## src/rtl/wsfd_pkg.sv

```systemverilog
`timescale 1ns / 1ps
// ----------------------------------------------------------------------------
// WebSocket deframer package
// Phase codes, event and error codes, and the command item that travels
// from the header parser to the unmask stage.
// ----------------------------------------------------------------------------
package wsfd_pkg;

   // Parser phase, one-hot
   typedef enum logic [5:0] {
      PH_FIRST   = 6'b000001,
      PH_SECOND  = 6'b000010,
      PH_EXTLEN  = 6'b000100,
      PH_KEY     = 6'b001000,
      PH_PAYLOAD = 6'b010000,
      PH_ERROR   = 6'b100000
   } phase_type;

   // Result event codes
   localparam logic [1:0] EV_HEADER  = 2'd0;
   localparam logic [1:0] EV_PAYLOAD = 2'd1;
   localparam logic [1:0] EV_ERROR   = 2'd2;
   localparam logic [1:0] EV_DISCARD = 2'd3;

   // Error codes
   localparam logic [2:0] ERR_NONE     = 3'd0;
   localparam logic [2:0] ERR_OPCODE   = 3'd1;
   localparam logic [2:0] ERR_RSV      = 3'd2;
   localparam logic [2:0] ERR_FIN      = 3'd3;
   localparam logic [2:0] ERR_UNMASKED = 3'd4;
   localparam logic [2:0] ERR_LEN_MSB  = 3'd5;

   // Opcodes accepted by the parser
   localparam logic [3:0] OP_TEXT   = 4'h1;
   localparam logic [3:0] OP_BINARY = 4'h2;
   localparam logic [3:0] OP_CLOSE  = 4'h8;
   localparam logic [3:0] OP_PING   = 4'h9;
   localparam logic [3:0] OP_PONG   = 4'hA;

   // Length field markers in the second header byte
   localparam logic [6:0] LEN_EXT16 = 7'h7E;
   localparam logic [6:0] LEN_EXT64 = 7'h7F;

   // Extended length and masking key byte counts
   localparam logic [3:0] EXT16_BYTES = 4'd2;
   localparam logic [3:0] EXT64_BYTES = 4'd8;
   localparam logic [3:0] KEY_BYTES   = 4'd4;

   localparam int LEN_W = 63;

   // Classified byte handed to the back end
   typedef struct packed {
      logic [1:0]       event_res;
      logic [7:0]       data_byte;
      logic [7:0]       key_byte;
      logic             last_of_frame;
      logic [3:0]       frame_type;
      logic [LEN_W-1:0] payload_size;
      logic [2:0]       error_code;
   } cmd_type;

endpackage

```

## src/rtl/wsfd_front.sv

```systemverilog
`timescale 1ns / 1ps
// ----------------------------------------------------------------------------
// WebSocket deframer front end
// Walks the frame header one byte per item, checks it, collects length and
// masking key, and emits one classified command per accepted byte.
// ----------------------------------------------------------------------------
module wsfd_front (
   input  logic                clock,
   input  logic                reset,
   input  logic                in_take,
   input  logic [7:0]          in_data_byte,
   input  logic                in_restart,
   output wsfd_pkg::cmd_type   cmd
);
   import wsfd_pkg::*;

   phase_type        phase_ff, phase_in;
   logic [3:0]       hdr_idx_ff, hdr_idx_in;
   logic [3:0]       opcode_ff, opcode_in;
   logic [LEN_W-1:0] length_ff, length_in;
   logic [LEN_W-1:0] left_ff, left_in;
   logic [31:0]      key_ff, key_in;
   logic [1:0]       mask_idx_ff, mask_idx_in;
   logic [2:0]       err_ff, err_in;

   // Current state after an optional restart
   phase_type        cur_phase;
   logic [3:0]       cur_hdr_idx;
   logic [3:0]       cur_opcode;
   logic [LEN_W-1:0] cur_length;
   logic [LEN_W-1:0] cur_left;
   logic [31:0]      cur_key;
   logic [1:0]       cur_mask_idx;

   logic [1:0]       ev;
   logic             last;
   logic [2:0]       code;
   logic [7:0]       key_byte;
   logic [3:0]       hdr_inc;
   logic [7:0]       b;

   assign b = in_data_byte;

   // Restart puts the parser back to its reset state before this byte
   always_comb begin
      if (in_restart) begin
         cur_phase    = PH_FIRST;
         cur_hdr_idx  = '0;
         cur_opcode   = '0;
         cur_length   = '0;
         cur_left     = '0;
         cur_key      = '0;
         cur_mask_idx = '0;
      end else begin
         cur_phase    = phase_ff;
         cur_hdr_idx  = hdr_idx_ff;
         cur_opcode   = opcode_ff;
         cur_length   = length_ff;
         cur_left     = left_ff;
         cur_key      = key_ff;
         cur_mask_idx = mask_idx_ff;
      end
   end

   // Select the key byte for the current payload position
   always_comb begin
      case (cur_mask_idx)
         2'd0:    key_byte = cur_key[31:24];
         2'd1:    key_byte = cur_key[23:16];
         2'd2:    key_byte = cur_key[15:8];
         default: key_byte = cur_key[7:0];
      endcase
   end

   assign hdr_inc = cur_hdr_idx + 4'd1;

   // Classify the byte and advance the header parser
   always_comb begin
      phase_in    = cur_phase;
      hdr_idx_in  = cur_hdr_idx;
      opcode_in   = cur_opcode;
      length_in   = cur_length;
      left_in     = cur_left;
      key_in      = cur_key;
      mask_idx_in = cur_mask_idx;
      err_in      = in_restart ? ERR_NONE : err_ff;
      ev          = EV_HEADER;
      last        = 1'b0;
      code        = ERR_NONE;
      case (cur_phase)
         PH_ERROR: begin
            ev = EV_DISCARD;
         end
         PH_SECOND: begin
            if (!b[7]) begin
               code = ERR_UNMASKED;
            end else if (b[6:0] == LEN_EXT16) begin
               hdr_idx_in = EXT16_BYTES;
               phase_in   = PH_EXTLEN;
            end else if (b[6:0] == LEN_EXT64) begin
               hdr_idx_in = EXT64_BYTES;
               phase_in   = PH_EXTLEN;
            end else begin
               length_in  = {{(LEN_W-7){1'b0}}, b[6:0]};
               hdr_idx_in = '0;
               phase_in   = PH_KEY;
            end
         end
         PH_EXTLEN: begin
            if (cur_hdr_idx == EXT64_BYTES && b[7]) begin
               code = ERR_LEN_MSB;
            end else begin
               length_in  = {cur_length[LEN_W-9:0], b};
               hdr_idx_in = cur_hdr_idx - 4'd1;
               if (cur_hdr_idx == 4'd1) begin
                  phase_in = PH_KEY;
               end
            end
         end
         PH_KEY: begin
            key_in     = {cur_key[23:0], b};
            hdr_idx_in = hdr_inc;
            if (hdr_inc >= KEY_BYTES) begin
               hdr_idx_in  = '0;
               left_in     = cur_length;
               mask_idx_in = '0;
               if (cur_length == '0) begin
                  last     = 1'b1;
                  phase_in = PH_FIRST;
               end else begin
                  phase_in = PH_PAYLOAD;
               end
            end
         end
         PH_PAYLOAD: begin
            ev          = EV_PAYLOAD;
            mask_idx_in = cur_mask_idx + 2'd1;
            left_in     = cur_left - {{(LEN_W-1){1'b0}}, 1'b1};
            if (cur_left == {{(LEN_W-1){1'b0}}, 1'b1}) begin
               last     = 1'b1;
               phase_in = PH_FIRST;
            end
         end
         default: begin
            // First header byte
            opcode_in   = b[3:0];
            length_in   = '0;
            left_in     = '0;
            key_in      = '0;
            mask_idx_in = '0;
            hdr_idx_in  = '0;
            if (!(b[3:0] inside {OP_TEXT, OP_BINARY, OP_CLOSE, OP_PING, OP_PONG})) begin
               code = ERR_OPCODE;
            end else if (b[6:4] != 3'b000) begin
               code = ERR_RSV;
            end else if (!b[7]) begin
               code = ERR_FIN;
            end else begin
               phase_in = PH_SECOND;
            end
         end
      endcase
      // Errors stick until restart
      if (code != ERR_NONE) begin
         ev       = EV_ERROR;
         err_in   = code;
         phase_in = PH_ERROR;
         last     = 1'b0;
      end
   end

   // Build the command for the back end
   always_comb begin
      cmd.event_res     = ev;
      cmd.data_byte     = b;
      cmd.key_byte      = key_byte;
      cmd.last_of_frame = last;
      cmd.frame_type    = opcode_in;
      cmd.payload_size  = length_in;
      cmd.error_code    = (phase_in == PH_ERROR) ? err_in : ERR_NONE;
   end

   // Advance state on each accepted item
   always_ff @(posedge clock) begin
      if (reset) begin
         phase_ff    <= PH_FIRST;
         hdr_idx_ff  <= '0;
         opcode_ff   <= '0;
         length_ff   <= '0;
         left_ff     <= '0;
         key_ff      <= '0;
         mask_idx_ff <= '0;
         err_ff      <= ERR_NONE;
      end else if (in_take) begin
         phase_ff    <= phase_in;
         hdr_idx_ff  <= hdr_idx_in;
         opcode_ff   <= opcode_in;
         length_ff   <= length_in;
         left_ff     <= left_in;
         key_ff      <= key_in;
         mask_idx_ff <= mask_idx_in;
         err_ff      <= err_in;
      end
   end

endmodule

```

## src/rtl/wsfd_cmd_queue.sv

```systemverilog
`timescale 1ns / 1ps
// ----------------------------------------------------------------------------
// WebSocket deframer command queue
// Short first-in first-out buffer between the parser and the unmask stage.
// ----------------------------------------------------------------------------
module wsfd_cmd_queue #(
   parameter int DEPTH = 4
) (
   input  logic              clock,
   input  logic              reset,
   input  logic              wr_en,
   input  wsfd_pkg::cmd_type wr_cmd,
   output logic              full,
   input  logic              rd_en,
   output wsfd_pkg::cmd_type rd_cmd,
   output logic              empty
);
   import wsfd_pkg::*;

   localparam int PTR_W = (DEPTH > 1) ? $clog2(DEPTH) : 1;
   localparam int CNT_W = $clog2(DEPTH + 1);

   cmd_type            entries_ff [DEPTH];
   logic [PTR_W-1:0]   wr_ptr_ff, wr_ptr_in;
   logic [PTR_W-1:0]   rd_ptr_ff, rd_ptr_in;
   logic [CNT_W-1:0]   count_ff, count_in;
   logic               do_wr, do_rd;

   assign full   = (count_ff == CNT_W'(DEPTH));
   assign empty  = (count_ff == '0);
   assign do_wr  = wr_en && !full;
   assign do_rd  = rd_en && !empty;
   assign rd_cmd = entries_ff[rd_ptr_ff];

   // Advance pointers with wrap at the queue depth
   always_comb begin
      wr_ptr_in = wr_ptr_ff;
      rd_ptr_in = rd_ptr_ff;
      count_in  = count_ff;
      if (do_wr) begin
         wr_ptr_in = (wr_ptr_ff == PTR_W'(DEPTH - 1)) ? '0 : wr_ptr_ff + PTR_W'(1);
      end
      if (do_rd) begin
         rd_ptr_in = (rd_ptr_ff == PTR_W'(DEPTH - 1)) ? '0 : rd_ptr_ff + PTR_W'(1);
      end
      if (do_wr && !do_rd) begin
         count_in = count_ff + CNT_W'(1);
      end else if (do_rd && !do_wr) begin
         count_in = count_ff - CNT_W'(1);
      end
   end

   always_ff @(posedge clock) begin
      if (reset) begin
         wr_ptr_ff <= '0;
         rd_ptr_ff <= '0;
         count_ff  <= '0;
      end else begin
         wr_ptr_ff <= wr_ptr_in;
         rd_ptr_ff <= rd_ptr_in;
         count_ff  <= count_in;
      end
   end

   // Store the entry
   always_ff @(posedge clock) begin
      if (do_wr) begin
         entries_ff[wr_ptr_ff] <= wr_cmd;
      end
   end

endmodule

```

## src/rtl/wsfd_back.sv

```systemverilog
`timescale 1ns / 1ps
// ----------------------------------------------------------------------------
// WebSocket deframer back end
// Unmasks payload bytes and holds the finished result in an output register.
// ----------------------------------------------------------------------------
module wsfd_back (
   input  logic                            clock,
   input  logic                            reset,
   input  logic                            cmd_empty,
   input  wsfd_pkg::cmd_type               cmd,
   output logic                            cmd_take,
   output logic                            rsp_empty,
   input  logic                            rsp_pop,
   output logic [1:0]                      rsp_event_res,
   output logic [7:0]                      rsp_payload_byte,
   output logic                            rsp_last_of_frame,
   output logic [3:0]                      rsp_frame_type,
   output logic [wsfd_pkg::LEN_W-1:0]      rsp_payload_size,
   output logic [2:0]                      rsp_error_code
);
   import wsfd_pkg::*;

   logic             valid_ff;
   logic [1:0]       event_ff;
   logic [7:0]       byte_ff, byte_in;
   logic             last_ff;
   logic [3:0]       type_ff;
   logic [LEN_W-1:0] size_ff;
   logic [2:0]       err_ff;

   // Load a new result when the output stage is free or being drained
   assign cmd_take  = !cmd_empty && (!valid_ff || rsp_pop);
   assign rsp_empty = !valid_ff;

   // Unmask payload bytes, zero otherwise
   assign byte_in = (cmd.event_res == EV_PAYLOAD) ? (cmd.data_byte ^ cmd.key_byte) : 8'h00;

   always_ff @(posedge clock) begin
      if (reset) begin
         valid_ff <= 1'b0;
      end else if (cmd_take) begin
         valid_ff <= 1'b1;
      end else if (rsp_pop) begin
         valid_ff <= 1'b0;
      end
   end

   always_ff @(posedge clock) begin
      if (cmd_take) begin
         event_ff <= cmd.event_res;
         byte_ff  <= byte_in;
         last_ff  <= cmd.last_of_frame;
         type_ff  <= cmd.frame_type;
         size_ff  <= cmd.payload_size;
         err_ff   <= cmd.error_code;
      end
   end

   assign rsp_event_res     = event_ff;
   assign rsp_payload_byte  = byte_ff;
   assign rsp_last_of_frame = last_ff;
   assign rsp_frame_type    = type_ff;
   assign rsp_payload_size  = size_ff;
   assign rsp_error_code    = err_ff;

endmodule

```

## src/rtl/websocket_frame_deframer_unit.sv

```systemverilog
`timescale 1ns / 1ps
// ----------------------------------------------------------------------------
// WebSocket frame deframer
// Parses client-to-server frames byte by byte and returns unmasked payload.
// ----------------------------------------------------------------------------
// Usage:
//   Input side is a queue write port: drive req_data_byte and req_restart,
//   raise req_push; the byte is taken at an edge where req_full is low.
//   Raise req_restart with a byte to drop all state and treat that byte as
//   the first header byte of a new frame.
//   Result side is a queue read port: while rsp_empty is low the oldest
//   result sits on the rsp_ ports; rsp_pop takes it. Every byte gives one
//   result: header taken, payload byte (unmasked), error, or discarded.
//   A byte passes the queue and output register before rsp_empty goes low.
//   Throughput is one byte per cycle while req_full is low; the parser
//   decides each byte combinationally and the unmask stage runs behind a
//   CMD_DEPTH-entry queue. When the receiver stalls, results collect in
//   the output register and the queue; req_full rises once both are occupied.
//   Reset is synchronous and active high; it empties the queue and output
//   stage and returns the parser to waiting for a first header byte.
// ----------------------------------------------------------------------------
module websocket_frame_deframer_unit #(
   parameter int CMD_DEPTH = 4
) (
   input  logic                          clock,
   input  logic                          reset,
   input  logic                          req_push,
   output logic                          req_full,
   input  logic [7:0]                    req_data_byte,
   input  logic                          req_restart,
   output logic                          rsp_empty,
   input  logic                          rsp_pop,
   output logic [1:0]                    rsp_event_res,
   output logic [7:0]                    rsp_payload_byte,
   output logic                          rsp_last_of_frame,
   output logic [3:0]                    rsp_frame_type,
   output logic [wsfd_pkg::LEN_W-1:0]    rsp_payload_size,
   output logic [2:0]                    rsp_error_code
);
   import wsfd_pkg::*;

   logic    in_take;
   cmd_type front_cmd;
   cmd_type queue_cmd;
   logic    queue_full;
   logic    queue_empty;
   logic    queue_take;

   assign req_full = queue_full;
   assign in_take  = req_push && !queue_full;

   wsfd_front u_front (
      .clock        (clock),
      .reset        (reset),
      .in_take      (in_take),
      .in_data_byte (req_data_byte),
      .in_restart   (req_restart),
      .cmd          (front_cmd)
   );

   wsfd_cmd_queue #(
      .DEPTH (CMD_DEPTH)
   ) u_queue (
      .clock  (clock),
      .reset  (reset),
      .wr_en  (in_take),
      .wr_cmd (front_cmd),
      .full   (queue_full),
      .rd_en  (queue_take),
      .rd_cmd (queue_cmd),
      .empty  (queue_empty)
   );

   wsfd_back u_back (
      .clock             (clock),
      .reset             (reset),
      .cmd_empty         (queue_empty),
      .cmd               (queue_cmd),
      .cmd_take          (queue_take),
      .rsp_empty         (rsp_empty),
      .rsp_pop           (rsp_pop),
      .rsp_event_res     (rsp_event_res),
      .rsp_payload_byte  (rsp_payload_byte),
      .rsp_last_of_frame (rsp_last_of_frame),
      .rsp_frame_type    (rsp_frame_type),
      .rsp_payload_size  (rsp_payload_size),
      .rsp_error_code    (rsp_error_code)
   );

endmodule
```

## config.mk

```make
export PLATFORM = sky130hd
export DESIGN_NAME = websocket_frame_deframer_unit
export DESIGN_NICKNAME = d
export VERILOG_FILES = /design/src/rtl/wsfd_pkg.sv /design/src/rtl/wsfd_front.sv /design/src/rtl/wsfd_cmd_queue.sv /design/src/rtl/wsfd_back.sv /design/src/rtl/websocket_frame_deframer_unit.sv
export SDC_FILE = /design/constraint.sdc
export NUM_CORES = 1
export LEC_CHECK = 0
export BUFFER_PORTS_ARGS = -buffer_cell sky130_fd_sc_hd__buf_2
export CAP_MARGIN = 20
export CORE_ASPECT_RATIO = 2
export CORE_MARGIN = 2
export CORE_UTILIZATION = 54
export DETAILED_ROUTE_END_ITERATION = 6
export GPL_ROUTABILITY_DRIVEN = 0
export GPL_TIMING_DRIVEN = 0
export PLACE_DENSITY = 0.71
export RECOVER_POWER = 100
export SYNTH_ARGS = -nofsm -noshare
export SYNTH_HDL_FRONTEND = slang
export SYNTH_HIERARCHICAL = 1
export SYNTH_SLANG_ARGS = --single-unit
```

## constraint.sdc

```tcl
create_clock -name clock -period 8.57 [get_ports clock]
set_input_delay 0.857 -clock clock [delete_from_list [all_inputs] [get_ports clock]]
set_output_delay 0.857 -clock clock [all_outputs]
set_load 0.02 [all_outputs]
```

==> summary.md <==
| Metric | Value |
|---|---|
| CTS resizes | `0` |
| Netlist Area Pre-Place | `26200 um^2` |
| Routed WL per cell | `25.3 um` |
| CP Data Required Time | `9.04 ns` |
| Top FF cell, synth | `edfxtp_1` |
| Most frequent cells in the layout | `edfxtp_1, clkbuf_1, nor2_1, dfxtp_1, a22oi_1` |
| Post-Syn Instances | `1922` |
| Tmin final | `6.64 ns` |
| Syn_nets | `1952` |
| Vias in the first global route | `17277` |
| Nets | `2101` |
| Most common cell after layout, fill and taps aside | `edfxtp_1` |
| Initial Util | `54.5%` |
| Pwr/cell area | `280 nW/um^2` |
| CTS tree | `built` |
| IO Pins | `96` |
| Die Width | `160 um` |
| Slew Limit Fails | `455` |
| Reg clk slew, reported paths | `0.06 ns` |
| Synth unique cells | `88` |
| Final cell count without fillers | `2755` |
| Post-DR vias/cell | `6.49` |
| Finished Core Util | `60.4%` |
| RSZ-0062 raised after global routing | `false` |
| CTS Sinks | `624` |
| Post-cts hold buffer count | `0` |
| Postcts setup bufs | `0` |
| Share of cells above drive strength 1 | `10.3%` |
| DRC | `2` |
| Placed cells | `2654` |
| DP Area | `27600 um^2` |
| Area Growth Syn to Fin | `10.9%` |
| Relative slew slack | `-126%` |
| Iteration-0 DRC Markers | `2148` |
| Worst slew pin tran | `3.39 ns` |
| Synth warnings | `6` |
| Worst-path fanout max | `10` |
| Post-DP HPWL | `46400 um` |
| Arrival time worst endpoint | `7.11 ns` |
| TritonRoute pass-1 iters | `7` |
| Final wirelength | `69800 um` |
| Max Cap Viol | `11` |
| CTS Buffer Depth | `3` |
| Root Buffer | `clkbuf_16` |
| Pin count of the biggest net entering global routing | `54` |
| Asr flop ratio synth | `0%` |
| Vias post-DR | `17874` |
| Fin. Hold Viols | `0` |
| Gr ovfl total | `0` |
| Core Area | `48100 um^2` |
| Post-synth EDFFs | `437` |
| H-tree depth | `2` |
| Sequential-to-total area share from yosys stat | `64.4%` |
| DIE AREA | `50400 um^2` |
| First-pass GRT wire length | `106000 um` |
| Crit path kind | `input pin to flop` |
| Tot Pwr | `0.00813 W` |
| PortBufs | `88` |
| Die H | `315 um` |
| Worst clock skew | `0.0284 ns` |
| Leakage power | `9.62 nW` |
| Initial antenna violation count | `1` |
| Worst skew pair latency | `0.61 ns` |
| Status | `complete, but fails checks` |
| Hold Slack | `0.451 ns` |
| Endpoints failing setup | `0` |
| Cell area after layout | `29100 um^2` |
| Crit end category | `flop` |
| Total global routing track utilization | `27.6%` |
| Synthesized flop and latch total | `624` |
| # rows | `114` |
| Critical path launch point type | `input pin` |
| HP Class | `input pin to flop` |
| Violated checks | `design-rule violations, max-capacitance violations, max-slew violations` |
| Post-synthesis area per instance | `13.6 um^2` |
| FMAX | `151 MHz` |
| CTS buffer count | `53` |
| Tcrit/Tclk final | `77.5%` |
| Peak VDD IR | `0.278 mV` |
| DRT antenna net count | `0` |
worst paths after layout:
path                             start                   endpoint  slack, ns  cells after the start
setup / recovery           req_restart        u_front/left_ff[52]       1.93                     16
hold / removal                   reset            u_back/valid_ff       0.45                      2
setup reg to reg   u_queue/count_ff[0]  u_queue/entries_ff[3][28]       2.10                      6
hold reg to reg   u_front/opcode_ff[1]       u_front/opcode_ff[1]       0.47                      2
where the power goes:
part	internal [W]	switching [W]	total, W
clock	0.00143	0.00109	0.00253
sequential	0.00379	0.000114	0.00390
combinational	0.000582	0.00112	0.00171
critical path, stage by stage:
cell,delay [ns]
clkbuf_1,0.12
clkbuf_1,0.38
clkbuf_1,0.57
clkbuf_1,0.68
clkbuf_1,0.58
clkbuf_1,0.61
nor2b_1,0.15
inv_1,0.09
ha_1,0.32
nor3b_1,0.23
a41oi_1,0.39
nor3b_1,0.86
o21ai_0,0.58
xnor2_1,0.28
a222oi_1,0.34
nor2_1,0.08
routing by layer:
metal / routed length, um / track usage, % / vias up
li1: - / - / 7859
met1: 26200 / 36.5 / 8703
met2: 33200 / 44.6 / 1070
met5: 0 / 0 / -
met4: 3830 / 14.0 / 0
met3: 6590 / 4.60 / 242
cell usage after synthesis, types with 5 or more instances:
cell / number / area [um^2]
edfxtp_1: 437 / 13100
nor2_1: 199 / 747
dfxtp_1: 187 / 3740
a22oi_1: 113 / 848
mux4_2: 89 / 2000
clkbuf_1: 80 / 300
a21oi_1: 79 / 395
nand2_1: 79 / 297
a22o_1: 64 / 561
o21ai_0: 54 / 270
nor3_1: 45 / 225
nor4_1: 44 / 275
buf_2: 40 / 200
nand3_1: 30 / 150
a21o_1: 28 / 210
xnor2_1: 23 / 201
inv_1: 21 / 78.8
and3_1: 16 / 100
ha_1: 16 / 200
or3_1: 16 / 100
o21ai_1: 14 / 70.1
buf_4: 13 / 97.6
nand4_1: 12 / 75.1
a31oi_1: 11 / 68.8
a211oi_1: 10 / 75.1
a222oi_1: 10 / 100
nor2b_1: 10 / 62.6
buf_1: 9 / 33.8
nand2b_1: 9 / 56.3
o211ai_1: 9 / 67.6
o31ai_1: 9 / 67.6
or4_1: 9 / 67.6
xor2_1: 8 / 70.1
a221o_1: 7 / 70.1
a221oi_1: 7 / 61.3
a32oi_1: 7 / 61.3
o22ai_1: 7 / 43.8
a41oi_1: 6 / 52.6
buf_6: 6 / 67.6
a32o_1: 5 / 50.1
metrics by stage:
| step | setup WS (ns) | setup TNS (ns) |
|---|---|---|
| 6_report | 1.93 | 0 |
| 5_1_grt | 1.66 | 0 |
| 4_1_cts | 3.06 | 0 |
| 3_5_place_dp | 2.47 | 0 |
| 3_3_place_gp | -0.472 | -0.987 |
| 2_1_floorplan | 2.00 | 0 |
kinds of logic after synthesis:
| logic type | count (synthesis) | synth area share, % |
|---|---|---|
| compound gates | 481 | 13.3 |
| xor+xnor | 31 | 1.04 |
| fa+ha+maj | 17 | 0.841 |
| buf+inv | 174 | 3.15 |
| flops | 624 | 64.4 |
| mux | 93 | 7.80 |
| simple gates | 502 | 9.49 |
state kept, by name, indices dropped and copies added (netlist names), named ones only:
name and flops:
u_back/rsp_frame_type 4, u_queue/entries_ff 356, u_front/key_ff 32, u_queue/count_ff 3, u_back/rsp_event_res 2, u_back/rsp_error_code 3
u_queue/rd_ptr_ff 2, u_front/phase_ff 6, u_front/mask_idx_ff 2, u_back/valid_ff 1, u_front/left_ff 63, u_front/err_ff 3
u_back/rsp_last_of_frame 1, u_front/length_ff 63, u_queue/wr_ptr_ff 2, u_front/hdr_idx_ff 4, u_back/rsp_payload_size 63, u_back/rsp_payload_byte 8
u_front/opcode_ff 4
layout make-up:
class / instances / area (um^2)
Antenna cell: 1 / 2.50
Buffer: 151 / 643
Clock buffer: 64 / 1420
Clock inverter: 36 / 412
Fill cell: 3804 / 19000
Inverter: 23 / 86.3
Multi-Input combinational cell: 1124 / 8470
Sequential cell: 624 / 16900
Tap cell: 638 / 798
Timing Repair Buffer: 94 / 357
(Power assumes the default switching activity.)
